$ cat src/rtl/core/sprev_pkg.sv
// sprite evaluation package: sizes, action codes and the request/result structs
// shared by sprev_core and sprite_evaluation_engine; no dependencies
package sprev_pkg;

  localparam int PRIMARY_ENTRIES = 64;
  localparam int SECONDARY_SLOTS = 8;
  localparam int SPRITE_IDX_W    = $clog2(PRIMARY_ENTRIES);
  localparam int LINE_HEIGHT     = 8;
  localparam int OVERFLOW_BIT    = 'h20;

  typedef enum logic {
    ACT_START = 1'b0,
    ACT_STEP  = 1'b1
  } action_t;

  typedef struct packed {
    action_t    action;
    logic [7:0] start_addr;
    logic [8:0] scanline;
    logic [7:0] oam_byte;
    logic       rendering_on;
  } sprev_req_t;

  typedef struct packed {
    logic [7:0] read_addr;
    logic       store_enable;
    logic [4:0] store_index;
    logic [7:0] store_data;
    logic       overflow_flag;
    logic       sprite_zero_found;
    logic [3:0] sprites_found;
    logic       all_checked;
  } sprev_res_t;

endpackage

$ cat src/rtl/core/sprev_core.sv
// sprite evaluation state and its combinational next-state logic
// depends on sprev_pkg
module sprev_core import sprev_pkg::*; (
  input  logic       clk,
  input  logic       rst,
  input  logic       step_en,
  input  logic       tall_sprites,
  input  sprev_req_t req,
  output sprev_res_t res
);

  logic [7:0]              base_addr, base_addr_next;
  logic [SPRITE_IDX_W-1:0] sprite_index, sprite_index_next;
  logic [1:0]              byte_index, byte_index_next;
  logic [1:0]              copy_remaining, copy_remaining_next;
  logic [5:0]              write_pointer, write_pointer_next;
  logic [3:0]              found_count, found_count_next;
  logic                    index_wrapped, index_wrapped_next;
  logic                    overflow_seen, overflow_seen_next;
  logic                    anything_written, anything_written_next;
  logic                    zero_in_range, zero_in_range_next;

  logic                    store_full, writes_off, y_hit;
  logic [9:0]              y_lo, y_hi, line_ext;
  logic                    adv_sprite, adv_byte, adv_carry;
  logic [2:0]              byte_sum;
  logic [1:0]              sprite_add;
  logic [SPRITE_IDX_W:0]   sprite_sum;
  logic                    st_en;
  logic [4:0]              st_idx;
  logic [7:0]              st_data;

  assign store_full = (found_count >= 4'(SECONDARY_SLOTS));
  assign writes_off = index_wrapped | store_full;
  assign y_lo       = {2'b00, req.oam_byte};
  assign y_hi       = y_lo + (tall_sprites ? 10'(2 * LINE_HEIGHT) : 10'(LINE_HEIGHT));
  assign line_ext   = {1'b0, req.scanline};
  assign y_hit      = (y_lo <= line_ext) && (line_ext < y_hi);

  always_comb begin
    base_addr_next        = base_addr;
    sprite_index_next     = sprite_index;
    byte_index_next       = byte_index;
    copy_remaining_next   = copy_remaining;
    write_pointer_next    = write_pointer;
    found_count_next      = found_count;
    index_wrapped_next    = index_wrapped;
    overflow_seen_next    = overflow_seen;
    anything_written_next = anything_written;
    zero_in_range_next    = zero_in_range;
    adv_sprite            = 1'b0;
    adv_byte              = 1'b0;
    adv_carry             = 1'b0;
    st_en                 = 1'b0;
    st_idx                = '0;
    st_data               = '0;
    byte_sum              = '0;
    sprite_add            = '0;
    sprite_sum            = '0;

    if (req.action == ACT_START) begin
      base_addr_next        = req.start_addr;
      sprite_index_next     = '0;
      byte_index_next       = '0;
      copy_remaining_next   = '0;
      write_pointer_next    = '0;
      found_count_next      = '0;
      index_wrapped_next    = 1'b0;
      overflow_seen_next    = 1'b0;
      anything_written_next = 1'b0;
      zero_in_range_next    = 1'b0;
    end else if (req.rendering_on) begin
      if (!writes_off) begin
        st_en                 = 1'b1;
        st_idx                = write_pointer[4:0];
        st_data               = req.oam_byte;
        anything_written_next = 1'b1;
      end
      if (copy_remaining == 2'd0) begin
        // y byte check
        if (index_wrapped || overflow_seen) begin
          adv_sprite = 1'b1;
          adv_carry  = 1'b1;
        end else if (y_hit) begin
          if (!writes_off) write_pointer_next = write_pointer + 6'd1;
          copy_remaining_next = 2'd3;
          adv_byte            = 1'b1;
          adv_carry           = 1'b1;
          if (!anything_written) zero_in_range_next = 1'b1;
          if (store_full) overflow_seen_next = 1'b1;
        end else if (!store_full) begin
          adv_sprite = 1'b1;
          adv_carry  = 1'b1;
        end else begin
          // diagonal scan: byte index moves too, without carry
          adv_sprite = 1'b1;
          adv_byte   = 1'b1;
        end
      end else begin
        // copy of the remaining sprite bytes
        if (!writes_off) begin
          write_pointer_next = write_pointer + 6'd1;
          if (write_pointer_next[1:0] == 2'd0) found_count_next = found_count + 4'd1;
        end
        adv_byte            = 1'b1;
        adv_carry           = 1'b1;
        copy_remaining_next = copy_remaining - 2'd1;
      end
    end

    byte_sum        = {1'b0, byte_index_next} + {2'b00, adv_byte};
    byte_index_next = byte_sum[1:0];
    sprite_add      = {1'b0, adv_sprite} + {1'b0, byte_sum[2] & adv_carry};
    sprite_sum      = {1'b0, sprite_index_next} + (SPRITE_IDX_W+1)'(sprite_add);
    if (sprite_sum >= (SPRITE_IDX_W+1)'(PRIMARY_ENTRIES)) begin
      sprite_index_next  = SPRITE_IDX_W'(sprite_sum - (SPRITE_IDX_W+1)'(PRIMARY_ENTRIES));
      index_wrapped_next = 1'b1;
    end else begin
      sprite_index_next = sprite_sum[SPRITE_IDX_W-1:0];
    end
  end

  always_comb begin
    res.read_addr         = base_addr_next + 8'({sprite_index_next, 2'b00})
                            + 8'(byte_index_next);
    res.store_enable      = st_en;
    res.store_index       = st_idx;
    res.store_data        = st_data;
    res.overflow_flag     = overflow_seen_next;
    res.sprite_zero_found = zero_in_range_next;
    res.sprites_found     = found_count_next;
    res.all_checked       = index_wrapped_next;
  end

  always_ff @(posedge clk) begin
    if (rst) begin
      base_addr        <= '0;
      sprite_index     <= '0;
      byte_index       <= '0;
      copy_remaining   <= '0;
      write_pointer    <= '0;
      found_count      <= '0;
      index_wrapped    <= 1'b0;
      overflow_seen    <= 1'b0;
      anything_written <= 1'b0;
      zero_in_range    <= 1'b0;
    end else if (step_en) begin
      base_addr        <= base_addr_next;
      sprite_index     <= sprite_index_next;
      byte_index       <= byte_index_next;
      copy_remaining   <= copy_remaining_next;
      write_pointer    <= write_pointer_next;
      found_count      <= found_count_next;
      index_wrapped    <= index_wrapped_next;
      overflow_seen    <= overflow_seen_next;
      anything_written <= anything_written_next;
      zero_in_range    <= zero_in_range_next;
    end
  end

`ifndef SYNTHESIS
  a_found_bounded: assert property (@(posedge clk) disable iff (rst)
    found_count <= 4'(SECONDARY_SLOTS))
    else $error("found count past secondary capacity");

  a_store_only_on_step: assert property (@(posedge clk) disable iff (rst)
    res.store_enable |-> (req.action == ACT_STEP) && req.rendering_on && !writes_off)
    else $error("store write without an active step");

  a_start_clears: assert property (@(posedge clk) disable iff (rst)
    step_en && (req.action == ACT_START) |=> (found_count == 4'd0) && !overflow_seen
      && !index_wrapped && (copy_remaining == 2'd0))
    else $error("start left evaluation state behind");

  a_overflow_sticky: assert property (@(posedge clk) disable iff (rst)
    overflow_seen && !(step_en && (req.action == ACT_START)) |=> overflow_seen)
    else $error("overflow flag dropped without a start");
`endif

endmodule

$ cat src/rtl/core/sprite_evaluation_engine.sv
// sprite evaluation engine top level: config register, input transfer, result skid
// depends on sprev_pkg and sprev_core
//
//   channel  signals                                         direction
//   cfg      cfg_valid cfg_ready cfg_data                    in
//   in       in_valid in_ready action start_addr scanline    in
//            oam_byte rendering_on
//   out      out_valid out_ready read_addr store_enable      out
//            store_index store_data overflow_flag
//            sprite_zero_found sprites_found all_checked
//
// one item per cycle while in_ready is high; each result is registered into output or skid
// the state update is a single pass of counter logic in sprev_core
// a two-entry output stage (output register plus skid) keeps in_ready high
// while one result waits; in_ready drops only when both entries are full
// synchronous active-high reset clears state and empties the output stage
module sprite_evaluation_engine import sprev_pkg::*; (
  input  logic       clk,
  input  logic       rst,
  input  logic       cfg_valid,
  output logic       cfg_ready,
  input  logic       cfg_data,
  input  logic       in_valid,
  output logic       in_ready,
  input  logic       action,
  input  logic [7:0] start_addr,
  input  logic [8:0] scanline,
  input  logic [7:0] oam_byte,
  input  logic       rendering_on,
  output logic       out_valid,
  input  logic       out_ready,
  output logic [7:0] read_addr,
  output logic       store_enable,
  output logic [4:0] store_index,
  output logic [7:0] store_data,
  output logic       overflow_flag,
  output logic       sprite_zero_found,
  output logic [3:0] sprites_found,
  output logic       all_checked
);

  logic       tall_sprites;
  sprev_req_t req;
  sprev_res_t res_new;
  sprev_res_t res_out;
  sprev_res_t res_skid;
  logic       skid_valid;
  logic       in_xfer;
  logic       out_xfer;

  assign cfg_ready = 1'b1;
  assign in_ready  = !skid_valid;
  assign in_xfer   = in_valid && in_ready;
  assign out_xfer  = out_valid && out_ready;

  assign req.action       = action_t'(action);
  assign req.start_addr   = start_addr;
  assign req.scanline     = scanline;
  assign req.oam_byte     = oam_byte;
  assign req.rendering_on = rendering_on;

  sprev_core u_core (
    .clk          (clk),
    .rst          (rst),
    .step_en      (in_xfer),
    .tall_sprites (tall_sprites),
    .req          (req),
    .res          (res_new)
  );

  always_ff @(posedge clk) begin
    if (rst) begin
      tall_sprites <= 1'b0;
    end else if (cfg_valid && cfg_ready) begin
      tall_sprites <= cfg_data;
    end
  end

  always_ff @(posedge clk) begin
    if (rst) begin
      out_valid  <= 1'b0;
      skid_valid <= 1'b0;
    end else if (out_xfer) begin
      if (skid_valid) begin
        res_out    <= res_skid;
        skid_valid <= 1'b0;
      end else if (in_xfer) begin
        res_out <= res_new;
      end else begin
        out_valid <= 1'b0;
      end
    end else if (in_xfer) begin
      if (!out_valid) begin
        res_out   <= res_new;
        out_valid <= 1'b1;
      end else begin
        res_skid   <= res_new;
        skid_valid <= 1'b1;
      end
    end
  end

  assign read_addr         = res_out.read_addr;
  assign store_enable      = res_out.store_enable;
  assign store_index       = res_out.store_index;
  assign store_data        = res_out.store_data;
  assign overflow_flag     = res_out.overflow_flag;
  assign sprite_zero_found = res_out.sprite_zero_found;
  assign sprites_found     = res_out.sprites_found;
  assign all_checked       = res_out.all_checked;

`ifndef SYNTHESIS
  a_skid_behind_out: assert property (@(posedge clk) disable iff (rst)
    skid_valid |-> out_valid)
    else $error("skid entry held with empty output register");

  a_stall_fills_skid: assert property (@(posedge clk) disable iff (rst)
    in_xfer && out_valid && !out_ready |=> skid_valid)
    else $error("result lost while output stalled");

  a_skid_drains: assert property (@(posedge clk) disable iff (rst)
    out_xfer && skid_valid |=> out_valid && !skid_valid)
    else $error("skid entry not moved to output");
`endif

endmodule
$ cat config.mk
export PLATFORM = sky130hd
export DESIGN_NAME = sprite_evaluation_engine
export DESIGN_NICKNAME = d
export VERILOG_FILES = /design/src/rtl/core/sprev_pkg.sv /design/src/rtl/core/sprev_core.sv /design/src/rtl/core/sprite_evaluation_engine.sv
export SDC_FILE = /design/constraint.sdc
export NUM_CORES = 1
export LEC_CHECK = 0
export ABC_AREA = 1
export BUFFER_PORTS_ARGS = -buffer_cell sky130_fd_sc_hd__buf_2
export CORE_MARGIN = 2
export CORE_UTILIZATION = 35
export DETAILED_ROUTE_END_ITERATION = 7
export GPL_ROUTABILITY_DRIVEN = 1
export PLACE_DENSITY = 0.56
export SLEW_MARGIN = 20
export SYNTH_ARGS = -nofsm -noshare
export SYNTH_HDL_FRONTEND = slang
export SYNTH_SLANG_ARGS = --single-unit
$ cat constraint.sdc
create_clock -name clk -period 11.41 [get_ports clk]
set_input_delay 1.7115 -clock clk [delete_from_list [all_inputs] [get_ports clk]]
set_output_delay 1.7115 -clock clk [all_outputs]
set_load 0.05 [all_outputs]
==> impl_metrics.csv <==
group,metric,value,unit
run_status,status,"completed",
flow_run,drv_cap,0,
power,power_per_cell_area,140,nW/um^2
setup_path,critPathCaptureType,"register",
synth,synth-main-ff-cell,"edfxtp_1",
setup_path,critPathKind,"primary input to register",
synth,ys_seq_area_share,49.2,%
worst_hold_path,hp-class,"register to register",
power,p_total,798,uW
synth,netlist.area_leader.share,35.4,%
floorplanning,fp.coreArea,13800,sq um
power,ir_worst_vdd,0.0688,mV
route,vias,3936,
synth,syn-instance-count,581,
timing,final.setup.tns,0,ns
placement,io_buffers,63,
setup_path,crit_path_frequent_cell,"ha_1",
synth,yosys_warnings,0,
synth,yosys-top-cells-area,"edfxtp_1, dfxtp_1, nand2_1",
timing,tightestPinTransition,0.796,ns
clock_tree,clockRootBuffer,"clkbuf_16",
clock_tree,clock-sinks,92,
timing,fin_skew,0.00675,ns
floorplanning,rows,43,
route,first_pass_iters,5,
synth,yosysMostFrequentCell,"nand2_1",
synth,synth_compound_area_share,9.38,%
power,cellLeakagePower,0.00259,uW
synth,yosys-top-cells-count,"nand2_1, inv_1, nor2_1, edfxtp_1",
setup_path,critPathRequiredTime,11.51,ns
timing,fin_crit_sh,55.6,%
floorplanning,die-width,123,microns
layout,nets,709,
timing,max_slew_margin,46.9,%
clock_tree,cts.reportedPaths.clkPinSlew,0.07,ns
clock_tree,cts_resized,0,
synth,synth_edf_count,58,
synth,synth_xor_area_share,2.31,%
route,vias_per_cell,4.77,
grt,grt_max_degree,35,
route,drt_iter0_drc,211,
grt,track_usage,15.2,%
synth,synthMuxAreaShare,0,%
timing,timing.fmax,158,MHz
grt,first_global_vias,3762,
timing,hold_violations,0,
setup_path,crit_arrival,6.44,ns
setup_path,critPathSlowestCell,"fa_1",
layout,area_growth,16.0,%
clock_tree,postCtsSetupRepairBufs,0,
grt,grt_pass1_wl,17800,microns
route,ant_nets,0,
clock_tree,cts_made_buffers,9,
clock_tree,htree_levels,3,
synth,synth_fa_ha_area_share,9.61,%
timing,final-setup-viol-count,0,
grt,antenna_found_initial,0,
synth,yosys.area_share.simple,21.4,%
layout,fin_util,41.3,%
clock_tree,clk_latency,0.34,ns
timing,layout_min_cycle_time,6.34,ns
floorplanning,die_area,15000,sq um
route,wl_per_cell,12.9,microns
synth,ys_ff_latch,92,
setup_path,startpoint_type,"primary input",
clock_tree,hold_buffers,0,
synth,synthesis.area,4920,sq um
synth,ys_async_sr_fraction,0,%
timing,final_max_slew_viol_count,0,
synth,avgSynthCellArea,8.47,sq um
floorplanning,die_y,123,microns
layout,diodes,0,
clock_tree,cts_tree,"yes",
synth,synth_nets,650,
route,drt-total-wl,10700,microns
synth,synth_top_family_by_area,"simple AND/OR/NAND/NOR gates",
layout,fillers,1378,
route,remaining_drc_errors,0,
synth,synth_top_area_cell,"edfxtp_1",
floorplanning,pin_count,65,
setup_path,crit_path_max_incr_delay,0.40,ns
setup_path,crit_fanout,4,
floorplanning,start_util,35.6,%
synth,ys_types,38,
placement,gp_congestion,0.880,
timing,rsz0062_at_grt,"false",
grt,overflow,0,
placement,dp.final_hpwl,7860,microns
clock_tree,clockBufferDepth,2,
layout,layout-drive-gt1-share,16.4,%
cell usage in the layout, fill, tap and decap left out, types with 2 or more instances in the layout:
cell type / count
dfxtp_1: 34
ha_1: 33
inv_2: 3
nand3_1: 27
clkinv_4: 3
nor2_1: 57
inv_1: 80
nor3_1: 2
clkinv_1: 2
a21oi_1: 41
buf_2: 63
nand4_1: 3
nor3_2: 2
clkbuf_16: 9
fa_1: 3
nand3_2: 2
nand2_1: 137
nand2_2: 6
nor2_2: 7
edfxtp_1: 58
buf_4: 2
o21ai_0: 41
xor2_1: 12
through the flow:
step,setup WS (ns),hold slack [ns],instances,instance area [sq um]
after floorplan,5.31,0.424,581,4920
after global placement,4.89,0.438,809,5410
after detailed placement,4.73,0.456,809,5410
after CTS,5.09,0.467,825,5710
after global routing,4.66,0.481,825,5710
final,5.07,0.467,825,5710
flip-flops by register name, summed over array words and instances (netlist names), 2 cells and up:
register               flops
sprites_found              4
u_core.sprite_index        6
store_index                5
u_core.base_addr           8
u_core.found_count         4
u_core.write_pointer       5
u_core.copy_remaining      2
store_data                 8
read_addr                  8
res_skid                  29
u_core.byte_index          2
path summary, 6_finish.rpt:
check / to / start / cells past startpoint / slack (ns)
setup / recovery: read_addr[7] / oam_byte[3] / 32 / 5.07
hold / removal: u_core.copy_remaining[1] / u_core.copy_remaining[1] / 2 / 0.47
setup reg to reg: read_addr[7] / tall_sprites / 32 / 6.04
hold reg to reg: u_core.copy_remaining[1] / u_core.copy_remaining[1] / 2 / 0.47
cell type report:
class	instances	area (sq um)	share of cell area, %
flip-flops and latches	92	2420	42.4
multi-input cells	387	2110	36.9
repair buffers	65	330	5.79
clock inverters	7	76.3	1.34
inverters	85	320	5.61
clock buffers	9	225	3.94
well taps	180	225	3.94
cells by family after synthesis:
kind of cell | Yosys count
AND/OR/NAND/NOR | 249
buffers and inverters | 102
flip-flops | 92
AO/OA/AOI/OAI | 88
adder cells (fa/ha/maj) | 36
XOR/XNOR | 13
other | 1
worst max-delay path, delay by kind of cell:
| family | cells | cell delay [ns] |
|---|---|---|
| xor gates and xnor gates | 1 | 0.17 |
| and+or+nand+nor | 14 | 1.53 |
| AOI/OAI and AO/OA | 5 | 0.74 |
| buffers and inverters | 4 | 0.32 |
| adders and majority gates | 8 | 1.97 |
report_power, final:
group | switching, uW | total, uW | internal (uW)
Clock | 131 | 302 | 171
Sequential | 6.49 | 377 | 370
Combinational | 84.0 | 120 | 35.8
per-layer routing:
metal / vias up / track usage (%) / part of all wire, %
met1: 1837 / 19.8 / 46
met2: 82 / 25.0 / 47
met5: - / 0 / 0
met4: 0 / 5.75 / 1.8
met3: 13 / 3.16 / 4.7
li1: 2004 / - / -
Note: power is estimated with default switching activity, not from simulation.
